[config.mk]
export PLATFORM = sky130hd
export DESIGN_NAME = kbpc_ctrl
export DESIGN_NICKNAME = d
export VERILOG_FILES = /design/src/kbpc_pkg.sv /design/src/kbpc_ctrl.sv
export SDC_FILE = /design/constraint.sdc
export NUM_CORES = 1
export LEC_CHECK = 0
export ABC_AREA = 1
export BUFFER_PORTS_ARGS = -buffer_cell sky130_fd_sc_hd__buf_2
export CORE_MARGIN = 3
export CORE_UTILIZATION = 37
export DETAILED_ROUTE_END_ITERATION = 10
export PLACE_DENSITY = 0.73
export SYNTH_ARGS = -nofsm -noshare
export SYNTH_HDL_FRONTEND = slang
export SYNTH_SLANG_ARGS = --single-unit
[constraint.sdc]
create_clock -name clk -period 1.1 [get_ports clk]
set_input_delay 0.165 -clock clk [delete_from_list [all_inputs] [get_ports clk]]
set_output_delay 0.165 -clock clk [all_outputs]
set_load 0.02 [all_outputs]
[src/kbpc_pkg.sv]
// Package: shared constants, types and control structs of the pair cost block.
`timescale 1ns / 1ps
package kbpc_pkg;

    localparam int NODE_W     = 8;
    localparam int NODES      = 1 << NODE_W;
    localparam int MAX_EDGES  = 1024;
    localparam int EDGE_AW    = $clog2(MAX_EDGES);
    localparam int ECNT_W     = EDGE_AW + 1;
    localparam int WEIGHT_W   = 32;
    localparam int EDGE_W     = WEIGHT_W + 2 * NODE_W;
    localparam int CNT_W      = 17;
    localparam int TOK_MAX    = 511;
    localparam int COST_W     = 40;
    localparam int PROD_W     = WEIGHT_W + CNT_W;

    typedef enum logic [1:0] {
        OP_EDGE = 2'd0,
        OP_SRC  = 2'd1,
        OP_SNK  = 2'd2,
        OP_RUN  = 2'd3
    } op_t;

    typedef enum logic [4:0] {
        S_CLEAR,
        S_IDLE,
        S_DISP,
        S_INS_CHK,
        S_INS_CMP,
        S_TOK_RD,
        S_TOK_UPD,
        S_RUN_EDGE,
        S_RUN_LAT,
        S_FIND_RD,
        S_FIND_CHK,
        S_MRG_RA,
        S_MRG_RB,
        S_MRG_SUM,
        S_MRG_MUL,
        S_MRG_ACC,
        S_OUT
    } state_t;

    // Commands from controller to datapath
    typedef struct packed {
        logic clr_step;
        logic latch;
        logic set_drop;
        logic ins_rd;
        logic ins_shift;
        logic ins_new;
        logic tok_rd;
        logic tok_upd;
        logic edge_rd;
        logic edge_lat;
        logic find_step;
        logic set_ru;
        logic set_rv;
        logic cnt_rd_ru;
        logic cnt_rd_rv;
        logic sum;
        logic mul;
        logic acc;
        logic next_edge;
    } cmd_t;

    // Status from datapath to controller
    typedef struct packed {
        op_t  op;
        logic edge_full;
        logic pos_zero;
        logic shift_gt;
        logic run_done;
        logic is_root;
        logic phase;
        logic same_root;
        logic clr_last;
    } sts_t;

endpackage

[src/kbpc_ctrl.sv]
// Controller: sequences loading, sorted insertion, union-find and clearing.
`timescale 1ns / 1ps
module kbpc_ctrl (
    input  logic            clk,
    input  logic            rst_n,
    input  logic            in_valid,
    output logic            in_ready,
    output logic            out_valid,
    input  logic            out_ready,
    input  kbpc_pkg::sts_t  sts,
    output kbpc_pkg::cmd_t  cmd
);
    import kbpc_pkg::*;

    state_t state_reg, state_next;

    always_ff @(posedge clk or negedge rst_n)
    begin
        if (!rst_n)
        begin
            state_reg <= S_CLEAR;
        end
        else
        begin
            state_reg <= state_next;
        end
    end

    // Next state
    always_comb
    begin
        state_next = state_reg;
        case (state_reg)
            S_CLEAR:    if (sts.clr_last) state_next = S_IDLE;
            S_IDLE:     if (in_valid) state_next = S_DISP;
            S_DISP:
            begin
                case (sts.op)
                    OP_EDGE: state_next = sts.edge_full ? S_IDLE : S_INS_CHK;
                    OP_SRC,
                    OP_SNK:  state_next = S_TOK_RD;
                    default: state_next = S_RUN_EDGE;
                endcase
            end
            S_INS_CHK:  state_next = sts.pos_zero ? S_IDLE : S_INS_CMP;
            S_INS_CMP:  state_next = sts.shift_gt ? S_INS_CHK : S_IDLE;
            S_TOK_RD:   state_next = S_TOK_UPD;
            S_TOK_UPD:  state_next = S_IDLE;
            S_RUN_EDGE: state_next = sts.run_done ? S_OUT : S_RUN_LAT;
            S_RUN_LAT:  state_next = S_FIND_RD;
            S_FIND_RD:  state_next = S_FIND_CHK;
            S_FIND_CHK:
            begin
                if (!sts.is_root || !sts.phase)
                    state_next = S_FIND_RD;
                else if (sts.same_root)
                    state_next = S_RUN_EDGE;
                else
                    state_next = S_MRG_RA;
            end
            S_MRG_RA:   state_next = S_MRG_RB;
            S_MRG_RB:   state_next = S_MRG_SUM;
            S_MRG_SUM:  state_next = S_MRG_MUL;
            S_MRG_MUL:  state_next = S_MRG_ACC;
            S_MRG_ACC:  state_next = S_RUN_EDGE;
            S_OUT:      if (out_ready) state_next = S_CLEAR;
            default:    state_next = S_CLEAR;
        endcase
    end

    // Outputs
    always_comb
    begin
        cmd       = '0;
        in_ready  = 1'b0;
        out_valid = 1'b0;
        case (state_reg)
            S_CLEAR:    cmd.clr_step = 1'b1;
            S_IDLE:
            begin
                in_ready  = 1'b1;
                cmd.latch = in_valid;
            end
            S_DISP:     cmd.set_drop = (sts.op == OP_EDGE) && sts.edge_full;
            S_INS_CHK:
            begin
                cmd.ins_new = sts.pos_zero;
                cmd.ins_rd  = !sts.pos_zero;
            end
            S_INS_CMP:
            begin
                cmd.ins_shift = sts.shift_gt;
                cmd.ins_new   = !sts.shift_gt;
            end
            S_TOK_RD:   cmd.tok_rd = 1'b1;
            S_TOK_UPD:  cmd.tok_upd = 1'b1;
            S_RUN_EDGE: cmd.edge_rd = !sts.run_done;
            S_RUN_LAT:  cmd.edge_lat = 1'b1;
            S_FIND_RD:  ;
            S_FIND_CHK:
            begin
                cmd.find_step = !sts.is_root;
                cmd.set_ru    = sts.is_root && !sts.phase;
                cmd.set_rv    = sts.is_root && sts.phase;
                cmd.next_edge = sts.is_root && sts.phase && sts.same_root;
            end
            S_MRG_RA:   cmd.cnt_rd_ru = 1'b1;
            S_MRG_RB:   cmd.cnt_rd_rv = 1'b1;
            S_MRG_SUM:  cmd.sum = 1'b1;
            S_MRG_MUL:  cmd.mul = 1'b1;
            S_MRG_ACC:
            begin
                cmd.acc       = 1'b1;
                cmd.next_edge = 1'b1;
            end
            S_OUT:      out_valid = 1'b1;
            default:    ;
        endcase
    end
endmodule

==> results.md, run 1 <==
Outcome:
- The flow did not finish.
- The run ended at clock tree synthesis (4_1_cts).
- The tool reported: "[ERROR DPL-0038] Utilization greater than 100%, impossible to legalize".

Placed design:
- Including well taps, the total number of placed cells is about 180.
- The HPWL after detailed placement is 1920 um.
- Buffers placed on the I/O ports in this run total 34.
- The weighted congestion at the end of routability-driven global placement is ~0.8.
- The worst setup slack after placement is -271 ps.

CTS:
- The count of hold-fix buffers inserted at cts is 1.
- The number of buffers inserted by post-CTS setup repair is 8.
- The tree is rooted in a clkbuf_4.
- The number of sinks on the clock net is 5.
- The longest clock path from root to sink contains 2 buffers.
- CTS built an H-tree with a depth of 1.
- In this run, CTS created clock tree buffers numbering 3.
- The number of gates resized after CTS was 73.

Floorplan:
- In this run the horizontal extent of the chip is about 45 um.
- After floorplanning, the core was divided into 13 placement rows.
- The number of primary I/O pins is 35.
- The initial utilization of the core area, before any placement, comes to 0.414.
- The die extent in y is about 45 um.

Synthesis:
- The count of yosys warnings during synthesis is 0.
- The average cell area after synthesis is around 5.4 um^2.
- The total of flip-flops plus latches after synthesis is 5.
- The count of unique library cells instantiated by Yosys is 16.
- For this run, the register share of the synthesized area comes to 0.218.
- After synthesis the cells add up to approximately 570 um^2.
- Synthesis handed over a netlist of 107 instances.
- The number of nets in the synthesized netlist is 122.
[cells in the mapped netlist (all sizes together)]
library cell	n	area share
nand3	10	0.087
nor3	5	0.044
a21oi	1	0.0087
ha	1	0.022
o21ai	1	0.0087
inv	20	0.13
dfrtp	5	0.22
nand4	3	0.033
o31ai	1	0.013
o21a	1	0.013
nor2	34	0.24
nor4	1	0.011
nand2	24	0.17
[stage by stage]
stage	util	instance area (um^2)	hold slack [ps]	TNS, ps
after floorplan	-	762	-131	-1710
after detailed placement	0.829	1150	-20.9	-4340
after global placement	0.829	1150	-23.0	-3730
[logic make-up after synthesis]
family	count (synthesis)	share of synthesized area
buffers and inverters	20	0.131
DFF	5	0.218
AOI/OAI and AO/OA	4	0.0437
and+or+nand+nor	77	0.585
adders and majority gates	1	0.0218
==> run 2, diff against run 1 <==
CORE_AREA = 3 3 64 66   (was unset)
CORE_MARGIN = unset   (was 3)
CORE_UTILIZATION = unset   (was 37)
DIE_AREA = 0 0 67 69   (was unset)
PLACE_DENSITY = unset   (was 0.73)
PLACE_DENSITY_LB_ADDON = 0.15   (was unset)
clock period = 1.45 ns   (was 1.1 ns; I/O delays follow)
==> run 2 against run 1 <==
Net effect:
- the flow now finishes, with violations (setup timing)
- area after synthesis unchanged
- synthesized cell count unchanged
==> results.md, run 2 <==
Critical path:
- The start of the worst register-to-register path is state_reg[4].
- The most critical setup path has its startpoint at state_reg[4].
- The capture point of the worst reg-to-reg path is state_reg[0].
- In this run the number of cells on the critical path is 5.
- The slowest cell on the critical path is dfrtp_1.
- Traced cell by cell, the critical path runs through inv_2 > buf_4 > nand2_4 > o31ai_4 > buf_6.
- The endpoint class of the critical path is a primary output.
- The number of cells on the worst reg-to-reg path is 9.
- The maximum fanout encountered on the critical timing path is 7.
- The reg2reg setup slack is ~60 ps.
- The critical path required time is 1230 ps.
- The arrival time reported for the critical path endpoint is 1350 ps.
- On the critical path the largest part of the delay comes from buffers and inverters.
- The worst setup path is of the flip-flop to primary output kind.
- In this run the worst setup path terminates at cmd[13].
- The critical path's largest stage delay is between 300 and 400 ps.
- The kind of start point of the critical path is a flip-flop.
- Together, buffers and inverters on the worst path number 3.

Global routing:
- The remaining global-route overflow is 0.
- The first global-routing pass estimated 3660 um of wire.
- The pin count of the biggest net entering global routing is 8.
- The number of antenna violations at the first check in global routing was 0.
- The via count of the first global-routing pass is about 850.
- For this run, the total global-route usage over all layers was measured as 0.102.

Cells and area:
- The number of inserted diodes is 0.
- Leaving out fill and tap cells, the most frequent cells in the layout are 21 x buf_4, 17 x nor2_1, 16 x buf_2.
- The library cell used most frequently in the layout, excluding fill and tap cells, is buf_4.
- Of the cells placed in the final design, the portion with a size suffix greater than 1 is 0.591.
- The layout net count is between 150 and 200.
- The area growth from synthesis to layout is 124%.
- The register with the most flip-flops in the layout has 5 of them.
- The number of standard cells in the final layout excluding fillers is 212.
- For this run, the share of the core covered by cells in the final layout is 0.354.

Routing:
- The number of DRC markers in iteration 0 is between 50 and 60.
- For this block, the routed nets add up to about 2300 um of wire.
- Detailed routing inserted a total of ~860 vias.
- The post-detailed-route wirelength per cell is between 10 and 15 um.
- The number of iterations in the first detailed-routing pass is 4.
- The number of vias per cell is 4.04.
- The detailed-route DRC error count is 0.
- The residual antenna-violating net count after detailed routing is 0.

Placed design:
- The worst setup slack after placement is -16.9 ps (+254 ps).
- The cell count after placement is 197 (+8.2%).
- The number of port buffers is 34 (unchanged).
- The weighted congestion at the end of routability-driven global placement was 0.784 (-4.8%).
- The HPWL after detailed placement is 1850 um (-3.6%).

Synthesis:
- The net count of the mapped netlist was 122 (unchanged).
- The count of unique library cells instantiated by Yosys is 16 (unchanged).
- The cell area after technology mapping is 573 um^2 (unchanged).
- The sequential element share of the synthesized area is 0.218 (unchanged).
- The post-synthesis share of cell area spent on full adders, half adders and majority gates was 0.0218 (unchanged).
- The largest total area in the synthesized netlist belongs to dfrtp_1.
- The synthesized-area fraction occupied by xor and xnor cells came to 0 (unchanged).
- The top cell type's share of synthesized area is 0.218 (unchanged).
- By instance count, the leading cell after synthesis is nor2_1.
- The post-synthesis compound-gate area fraction is 0.0437 (unchanged).
- The fraction of the mapped netlist area in simple logic gates is 0.585 (unchanged).
- The number of synthesized flops with an enable pin was 0 (unchanged).
- The total of flip-flops plus latches after synthesis was 5 (unchanged).
- The fraction of registers with async set or reset after synthesis is 1.00 (unchanged).
- The average cell area after synthesis was 5.36 um^2 (unchanged).
- The top flip-flop cell by instance count after synthesis is dfrtp_1.
- In the post-synthesis netlist, the biggest area contributors are dfrtp_1 22%, nor2_1 19%, nand2_1 14%.
- The gate count of the mapped netlist was 107 (unchanged).
- The multiplexer fraction of the synthesized cell area is 0 (unchanged).
- The count of yosys warnings during synthesis was 0 (unchanged).
- Counting instances in the post-synthesis netlist gives the leading cell types as 29 x nor2_1, 22 x nand2_1, 19 x inv_1, 10 x nand3_1.
- The combinational family with the most area after synthesis is simple AND/OR/NAND/NOR gates.

Outcome:
- The final reports fail on setup timing.
- The run finished, with violations left.

Timing:
- The final number of setup-violating endpoints is 19.
- The number of endpoints with negative hold slack in the final report is 0.
- After layout, the minimum clock period comes to between 1500 and 2000 ps.
- The transition time at the pin with the least slew margin is around 250 ps.
- Dividing the final minimum period by the clock period gives 1.08.
- Setup slack on the critical path of the routed design comes to -117 ps.
- The worst pin sits at a relative slew slack of 0.830.
- After routing, the total negative slack on setup checks comes to -989 ps.
- For this run, the top clock speed supported by timing is around 640 MHz.
- Setup repair after global routing could not meet its margin everywhere.
- Across the routed clock network, the largest skew measured is 0.162 ps.
- The number of pins exceeding their max-slew limit in the final report is 0.

CTS:
- TritonCTS built the clock tree.
- The latest clock arrival within the worst-skew pair is 210 ps.
- The number of sinks on the clock net is 5 (unchanged).
- The CTS H-tree depth is 1 (unchanged).
- The clock buffer count from CTS is 3 (unchanged).
- The clock tree root buffer cell is clkbuf_8.
- The number of buffers between clock root and the deepest sink came to 2 (unchanged).
- The register clock-pin slew on the reported worst setup and hold paths is ~30 ps.

Floorplan:
- The die extent in y came to 69 um (+52%).
- The cell row count is 22 (+9).
- The region available for standard cell placement spans 3630 um^2.
- The initial standard-cell utilization of the core is 0.158 (-0.257).
- The number of primary I/O pins is 35 (unchanged).
- The die span in x is 67 um (+48%).
- The total die area is 4620 um^2.

Job:
- Max-cap violations in this run came to 0.

Pwr:
- The completed layout was analyzed and its total power is around 0.0022 W.
- IR analysis of the VDD net gives a maximum drop of between 500 and 600 uV.
- The total leakage power is around 0.69 nW.
- In this run the power density over the cells is between 1500 and 2000 nW/um^2.

Min path:
- The path class of the tightest hold or removal check is input port to flip-flop.
-- run 2: cell counts after synthesis --
Identical to the previous run, type by type.
-- run 2: kinds of logic (layout without fill, tap and decap cells) --
| family | count (synthesis) | after routing |
|---|---|---|
| buffers and inverters | 20 | 77 |
| and+or+nand+nor | 77 | 77 |
| DFF | 5 | 5 |
| AOI/OAI and AO/OA | 4 | 4 |
| adders and majority gates | 1 | 1 |
-- run 2: repair_timing --
action / 4_1_cts / 5_1_grt
hold buffers: 1 / 0
pin swaps: 7 / 8
hold endpoints to repair: 5 / 0
resized for setup: 62 / 25
buffers inserted: 5 / 5
setup endpoints to repair: 20 / 21
-- run 2: power by group --
part / internal (W) / leakage, nW / switching, W / total (W)
Clock: 0.000188 / 0.0228 / 0.0000577 / 0.000246
Sequential: 0.000206 / 0.0601 / 0.000157 / 0.000363
Combinational: 0.000690 / 0.606 / 0.000909 / 0.00160
Total: 0.00108 / 0.689 / 0.00112 / 0.00221
-- run 2: final cells by class --
class | count | area, um^2
Timing Repair Buffer | 53 | 417
Clock buffer | 4 | 45.0
Tap cell | 48 | 60.1
Inverter | 20 | 80.1
Fill cell | 398 | 2350
Multi-Input combinational cell | 82 | 553
Sequential cell | 5 | 130
-- run 2: tightest hold or removal path: stages --
cell     delay (ps)
buf_2           100
nand3_1          80
nand2_1          60
-- run 2: metal layers --
metal  global-route usage  wire [um]  share of wire
met3               0.0130         81          0.035
met1                0.110        915           0.39
met4               0.0405         27          0.012
met5                    0          0              0
met2                0.190       1310           0.56
-- run 2: stage by stage --
stage	hold WS, ps	instance area, um^2
after floorplan	-78.1	583
after global placement	32.9	873
after detailed placement	38.6	873
after CTS	269	1140
after global routing	297	1280
final	266	1280
-- run 2: worst min path at each step --
stage / end / slack (ps) / depth (start not counted) / startpoint
floorplan: state_reg[0] / -80 / 0 / rst_n
global placement: state_reg[0] / 30 / 1 / rst_n
detailed placement: state_reg[0] / 40 / 1 / rst_n
CTS: state_reg[4] / 270 / 3 / sts[4]
global route: state_reg[4] / 300 / 3 / sts[4]
finish: state_reg[4] / 270 / 3 / sts[4]
No activity file was read; power rests on OpenSTA's default activity.
==> run 3, diff against run 2 <==
--- a/config.mk
+++ b/config.mk
@@ -12,4 +12,5 @@
 export DIE_AREA = 0 0 67 69
 export PLACE_DENSITY_LB_ADDON = 0.15
+export SLEW_MARGIN = 25
 export SYNTH_ARGS = -nofsm -noshare
 export SYNTH_HDL_FRONTEND = slang
==> constraint.sdc (replaced) <==
create_clock -name clk -period 1.7 [get_ports clk]
set_input_delay 0.17 -clock clk [delete_from_list [all_inputs] [get_ports clk]]
set_output_delay 0.17 -clock clk [all_outputs]
set_load 0.02 [all_outputs]
==> run 3 against run 2 <==
Net effect:
- register-to-register slack better by 340 ps
- clock-buffer cell count stayed put
- utilization is 11 points lower
- the run now ends clean
- routed wire length is 11% lower
- clock skew is 0.88 ps higher
- largest power group unchanged
- first-iteration DRC count is 31% higher
- worst hold slack worse by 46 ps
- final cell count is 8.5% lower
- largest cell class unchanged
==> results.md, run 3 (same netlist as run 2, synthesis figures left out) <==
Outcome:
- The run finished with clean final reports.

Timing:
- Setup repair after global routing could not meet its margin everywhere.
- The transition time at the pin with the least slew margin is 289 ps (+36.7 ps).
- For the finished layout, the period the worst path requires is about 1600 ps.
- The post-route worst setup slack is 90.5 ps (+207 ps).
- The final number of setup-violating endpoints is 0 (-19).
- The clock skew is 1.04 ps (+0.881 ps).
- The ratio of final minimum period to clock period is 0.947.
- Static timing analysis puts the maximum clock frequency at 621 MHz.
- The relative slew slack is 0.806 (-0.0239).
- The aggregate negative setup slack came to 0 ps (+989 ps).
- The number of pins exceeding their max-slew limit in the final report is 0 (unchanged).
- The number of endpoints with negative hold slack in the final report is 0 (unchanged).

Floorplan:
- The total die area was 4620 um^2 (unchanged).
- The number of primary I/O pins was 35 (unchanged).
- The initial standard-cell utilization of the core was 0.158 (unchanged).
- The die extent in y came to 69 um (unchanged).
- The cell row count is 22 (unchanged).
- The area of the core is 3630 um^2 (unchanged).
- The die span in x is 67 um (unchanged).

Routing:
- The number of iterations in the first detailed-routing pass is 4 (unchanged).
- The detailed-routing wirelength on met1 is 862 um (-5.8%).
- The met2 layer wire length in the routed design came to 1110 um (-15%).
- The detailed-routed wire length on met3 is 97 um (+20%).
- The detailed-route DRC error count is 0 (unchanged).
- The number of vias per cell is 4.08 (+1.1%).
- The aggregate routed wire length is 2090 um (-11%).
- The number of DRC markers in iteration 0 came to 67 (+31%).
- The highest metal layer with signal wires is met4.
- The routed via count is 792 (-7.5%).
- The residual antenna-violating net count after detailed routing is 0 (unchanged).
- The post-detailed-route wirelength per cell is 10.8 um (-2.3%).

Critical path:
- The slowest stage of the critical path belongs to the cell dfrtp_2.
- The cell depth of the worst flop-to-flop path is 6 (-3).
- The critical path goes through nor2_2 > nand2_2 > o31ai_1 > buf_2.
- The arrival time reported for the critical path endpoint is 1440 ps (+90 ps).
- The maximum fanout encountered on the critical timing path is 7 (unchanged).
- The critical path's largest stage delay came to 450 ps (+80 ps).
- The critical path required time was 1530 ps (+300 ps).
- The worst setup path is of the flip-flop to primary output kind.
- STA classifies the critical path startpoint as a flip-flop.
- The endpoint class of the critical path is a primary output.

Global routing:
- The overall global routing resource usage is 0.0965 (-0.00518).
- The remaining global-route overflow is 0 (unchanged).
- The wire length of the first global-routing pass is 3580 um (-2.2%).
- The via count of the first global-routing pass was 812 (-4.1%).
- The number of antenna violations at the first check in global routing was 0 (unchanged).
- The pin count of the biggest net entering global routing came to 10 (+2).

Cells and area:
- Leaving out fill and tap cells, the most frequent cell in the layout is buf_2.
- The count of filler cells inserted in the layout is 444 (+12%).
- The fraction of the core area covered by cells at the end of the flow was 0.241 (-0.112).
- The number of inserted diodes was 0 (unchanged).
- The proportion of layout cells with a drive suffix above 1 is 0.349 (-0.242).
- The number of flip-flops under the largest register name is 5 (unchanged).
- Leaving out fill and tap cells, the most frequent cells in the layout are 33 x buf_2, 27 x nor2_1, 22 x nand2_1.
- The layout net count is 162 (-10%).
- The layout overhead on the synthesized area is 53.1%.

Placed design:
- The HPWL after detailed placement is 1840 um (-0.79%).
- The number of port buffers is 34 (unchanged).
- The worst setup slack after placement is 252 ps (+269 ps).
- The weighted congestion at the end of routability-driven global placement is 0.785 (+0.11%).

CTS:
- The CTS H-tree depth is 1 (unchanged).
- The register clock-pin slew on the reported worst setup and hold paths was 30 ps (about the same).
- The clock tree root buffer cell is clkbuf_8.
- TritonCTS built the clock tree.
- The latest clock arrival within the worst-skew pair came to 210 ps (about the same).
- The clock buffer count from CTS is 3 (unchanged).
- The number of buffers between clock root and the deepest sink was 2 (unchanged).
- The number of sinks on the clock net is 5 (unchanged).

Pwr:
- The overall power after layout is 0.00127 W (-43%).
- The power share of the clock group was 0.166 (+0.055).
- The switching part of the total power is 0.546 (+0.0368).
- The total leakage power is 0.551 nW (-20%).
- The ratio of total power to cell area was 1440 nW/um^2 (-16%).
- The peak supply drop was 279 uV (-48%).
- The net switching power is 0.000692 W (-38%).
- The internal cell power is 0.000575 W (-47%).
- The fraction of power consumed by sequential logic is 0.204 (+0.039).
- The power share of the combinational group was 0.630 (-0.094).

Job:
- The max-cap violation count is 0 (unchanged).

Min path:
- The hold path depth is 3 (unchanged).
- In this run the worst hold path is classified as input port to flip-flop.
-- run 3: worst paths after layout --
path / from / end / slack, ps
max in group asynchronous: rst_n / state_reg[0] / 1270
min: sts[4] / state_reg[4] / 220
min in group asynchronous: rst_n / state_reg[2] / 290
max reg2reg: state_reg[2] / state_reg[0] / 400
max: state_reg[1] / cmd[13] / 90
min reg2reg: state_reg[3] / state_reg[4] / 660
-- run 3: routing by layer --
layer  global-route usage  vias up
met3               0.0114        2
met2                0.176       21
met1                0.111      356
li1                     -      413
met5                    0        -
met4               0.0338        0
-- run 3: per-stage QoR --
step / cells / area [um^2] / hold WS, ps
5_1_grt: 194 / 877 / 245
3_3_place_gp: 189 / 803 / -13.6
4_1_cts: 194 / 858 / 225
2_1_floorplan: 107 / 573 / -126
6_report: 194 / 877 / 220
3_5_place_dp: 189 / 803 / -12.0
-- run 3: power groups by stage --
| stage | logic, W | clock network (W) | registers (W) |
|---|---|---|---|
| finish | 0.000798 | 0.000211 | 0.000258 |
| global placement | 0.000813 | 0 | 0.000247 |
| floorplan | 0.000557 | 0 | 0.000226 |
| CTS | 0.000802 | 0.000217 | 0.000245 |
| global route | 0.000910 | 0.000226 | 0.000274 |
| detailed placement | 0.000799 | 0 | 0.000245 |
-- run 3: worst max-delay path: cells and delay by family, from the launching register on --
family | cells | cell delay, ps
buffers and inverters | 1 | 200
and+or+nand+nor | 2 | 360
DFF | 1 | 450
AOI/OAI and AO/OA | 1 | 210
-- run 3: layout make-up --
type / instances / area (um^2) / share of cell area
Inverter: 20 / 77.6 / 0.0884
Tap cell: 48 / 60.1 / 0.0685
Clock buffer: 4 / 45.0 / 0.0514
Timing Repair Buffer: 35 / 183 / 0.208
Sequential cell: 5 / 129 / 0.147
Multi-Input combinational cell: 82 / 383 / 0.437
-- run 3: timing repair --
| item | CTS | global route |
|---|---|---|
| endpoints found under the setup margin | 0 | 5 |
| hold buffers | 1 | 0 |
| resized for setup | 0 | 8 |
| endpoints found under the hold margin | 5 | 0 |
| buffers inserted | 0 | 0 |
==> run 4, diff against run 3 <==
PLACE_DENSITY = 0.47   (was unset)
PLACE_DENSITY_LB_ADDON = unset   (was 0.15)
RECOVER_POWER = 50   (was unset)
==> run 4 against run 3 <==
Net effect:
- global-route usage grew 0.068 points
- sequential power is 7% higher
- utilization up 0.72 points
- combinational power up 2.8%
- flip-flop and latch count stayed put
- clock-buffer cell count unchanged
- total power increased by 3.9%
- non-clock buffer count is 2 higher
- cell area grew 3.0%
- clock power increased by 5%
- fmax down 0.38%
- final cell count up 1.0%
- largest cell class unchanged
- highest routed layer unchanged
==> results.md, run 4 (same netlist as run 2, synthesis figures left out) <==
Global routing:
- The number of antenna violations at the first check in global routing was 0 (unchanged).
- The pin count of the biggest net entering global routing is 10 (unchanged).
- The wire length of the first global-routing pass is 3500 um (-2.3%).
- The overall global routing resource usage was 0.0972 (+0.000684).
- The remaining global-route overflow is 0 (unchanged).
- The via count of the first global-routing pass is 795 (-2.1%).

Timing:
- The transition time at the pin with the least slew margin is 317 ps (+27.5 ps).
- The upper clock frequency limit is 619 MHz (-0.38%).
- The number of pins exceeding their max-slew limit in the final report is 0 (unchanged).
- The aggregate negative setup slack is 0 ps (unchanged).
- The clock skew came to 3.64 ps (+2.60 ps).
- The final number of setup-violating endpoints was 0 (unchanged).
- Setup repair after global routing left no endpoint under its margin.
- The ratio of final minimum period to clock period is 0.950 (+0.00366).
- The number of endpoints with negative hold slack in the final report is 0 (unchanged).
- The post-layout minimum cycle time was 1620 ps (+6.22 ps).
- The relative slew slack is 0.788 (-0.0184).

Cells and area:
- Leaving out fill and tap cells, the most frequent cells in the layout are 29 x buf_2, 27 x nor2_1, 20 x nand2_1.
- The layout net count is 164 (+1.2%).
- The library cell used most frequently in the layout, excluding fill and tap cells, is buf_2.
- The count of filler cells inserted in the layout is 451 (+1.6%).
- The number of flip-flops under the largest register name was 5 (unchanged).
- The number of inserted diodes is 0 (unchanged).
- The proportion of layout cells with a drive suffix above 1 is 0.345 (-0.00472).
- The layout overhead on the synthesized area is 57.6%.

Routing:
- The routed via count is 798 (+0.76%).
- The residual antenna-violating net count after detailed routing is 0 (unchanged).
- The post-detailed-route wirelength per cell was 10.9 um (+0.93%).
- The number of vias per cell is 4.07 (-0.27%).
- The detailed-route DRC error count is 0 (unchanged).
- The number of DRC markers in iteration 0 was 18 (-73%).
- The aggregate routed wire length came to 2130 um (+2.0%).
- The number of iterations in the first detailed-routing pass came to 4 (unchanged).

Pwr:
- The peak supply drop is 400 uV (+44%).
- The overall power after layout was 0.00132 W (+3.9%).
- The total leakage power is 0.545 nW (-1.1%).
- The ratio of total power to cell area is 1460 nW/um^2 (+0.83%).

Floorplan:
- The die extent in y is 69 um (unchanged).
- The initial standard-cell utilization of the core is 0.158 (unchanged).
- The total die area was 4620 um^2 (unchanged).
- The cell row count was 22 (unchanged).
- The number of primary I/O pins is 35 (unchanged).
- The area of the core is 3630 um^2 (unchanged).
- The die span in x was 67 um (unchanged).

Critical path:
- For this design, the slowest cell found on the critical path is dfrtp_1.
- The arrival time reported for the critical path endpoint is 1450 ps (about the same).
- STA classifies the critical path endpoint as a primary output.
- The critical path is of the flip-flop to primary output type.
- The reg2reg setup slack was 370 ps (-30 ps).
- The worst setup path is launched from a flip-flop.
- The critical path's largest stage delay is 450 ps (about the same).
- The largest delay contributor family on the critical path is simple AND/OR/NAND/NOR gates.
- The capture point of the worst reg-to-reg path is state_reg[0].
- The combined buffer and inverter count along the critical path is 1 (unchanged).
- The maximum fanout encountered on the critical timing path is 6 (-1).
- The critical path required time was 1530 ps (about the same).
- The worst register-to-register path begins at state_reg[2].
- The cell depth of the worst flop-to-flop path is 6 (unchanged).
- The critical path goes through nor2_1 > nand3_1 > o31ai_2 > buf_2.

Placed design:
- The HPWL after detailed placement is 1810 um (-1.5%).
- The number of port buffers is 34 (unchanged).
- The weighted congestion at the end of routability-driven global placement came to 0.914 (+16%).

Min path:
- The end point of the most critical hold path is state_reg[4].
- The worst hold path class is input port to flip-flop.
- The startpoint identified for the worst hold timing path is sts[4].
- The hold path depth is 3 (unchanged).

CTS:
- The number of sinks on the clock net is 5 (unchanged).
- The CTS H-tree depth is 1 (unchanged).
- The register clock-pin slew on the reported worst setup and hold paths is 40 ps (about the same).
- The clock buffer count from CTS is 3 (unchanged).
- The latest clock arrival within the worst-skew pair was 220 ps (about the same).
- The root buffer cell chosen for the clock tree is clkbuf_8.
- The number of buffers between clock root and the deepest sink is 2 (unchanged).
- The TritonCTS clock tree is yes.

Outcome:
- The flow ran to the end, and the final reports show no timing, DRC or antenna violations.

Job:
- The max-cap violation count was 0 (unchanged).
==> run 4: cell types whose count changed in the layout (fill, tap and decap cells not counted) <==
cell | before | now
clkbuf_1 | 1 | 6
buf_2 | 33 | 29
nand2_1 | 22 | 20
nand2_2 | 2 | 4
nor2_2 | 7 | 5
nor2_4 | 0 | 2
buf_4 | 1 | 2
o31ai_1 | 1 | 0
o31ai_2 | 0 | 1
==> run 4: stage by stage <==
step / cell area (um^2) / instances / hold slack, ps / util / setup slack (ps)
2_1_floorplan: 573 / 107 / -126 / - / 255
3_3_place_gp: 803 / 189 / -8.19 / 0.221 / 217
3_5_place_dp: 803 / 189 / -7.33 / 0.221 / 205
4_1_cts: 861 / 194 / 231 / 0.237 / 5.02
5_1_grt: 903 / 196 / 268 / 0.249 / 6.79
6_report: 903 / 196 / 249 / 0.249 / 84.2
==> run 4: power by group <==
group          total (W)  switching (W)  leakage, nW  internal (W)
logic           0.000820       0.000571        0.461      0.000249
clock network   0.000221      0.0000600       0.0228      0.000161
registers       0.000275       0.000101       0.0615      0.000174
==> run 4: layer usage <==
layer  up-vias  GRT usage  wire [um]
met1       335      0.127        972
met2        40      0.135        904
met3         7     0.0391        198
met5         -          0          0
met4         0     0.0473         51
li1        416          -          -
==> run 4: repair_timing <==
action / in CTS / in global routing
buffers inserted: 0 / 2
gates cloned: 0 / 0
hold buffers: 1 / 0
hold endpoints to repair: 5 / 0
setup endpoints to repair: 1 / 4
pin swaps: 0 / 1
gates resized for setup: 1 / 11
==> run 4: area by class of cell <==
type,count,area [um^2],area share
multi-input cells,82,403,0.446
repair buffers,37,189,0.209
flip-flops and latches,5,129,0.143
inverters,20,77.6,0.0859
well taps,48,60.1,0.0665
clock buffers,4,45.0,0.0499
==> run 4: worst max path at each step <==
stage,start,endpoint,slack (ps),depth (start not counted)
2_1_floorplan,state_reg[1],cmd[13],260,3
3_3_place_gp,state_reg[4],cmd[0],220,8
3_5_place_dp,state_reg[4],cmd[0],200,8
4_1_cts,state_reg[1],cmd[13],5,4
5_1_grt,state_reg[4],cmd[0],7,8
6_report,state_reg[2],cmd[13],80,4
==> run 4: worst min-delay path, cell delays in order <==
cell and delay [ps]:
buf_2 120, nand3_1 90, nand2_1 60
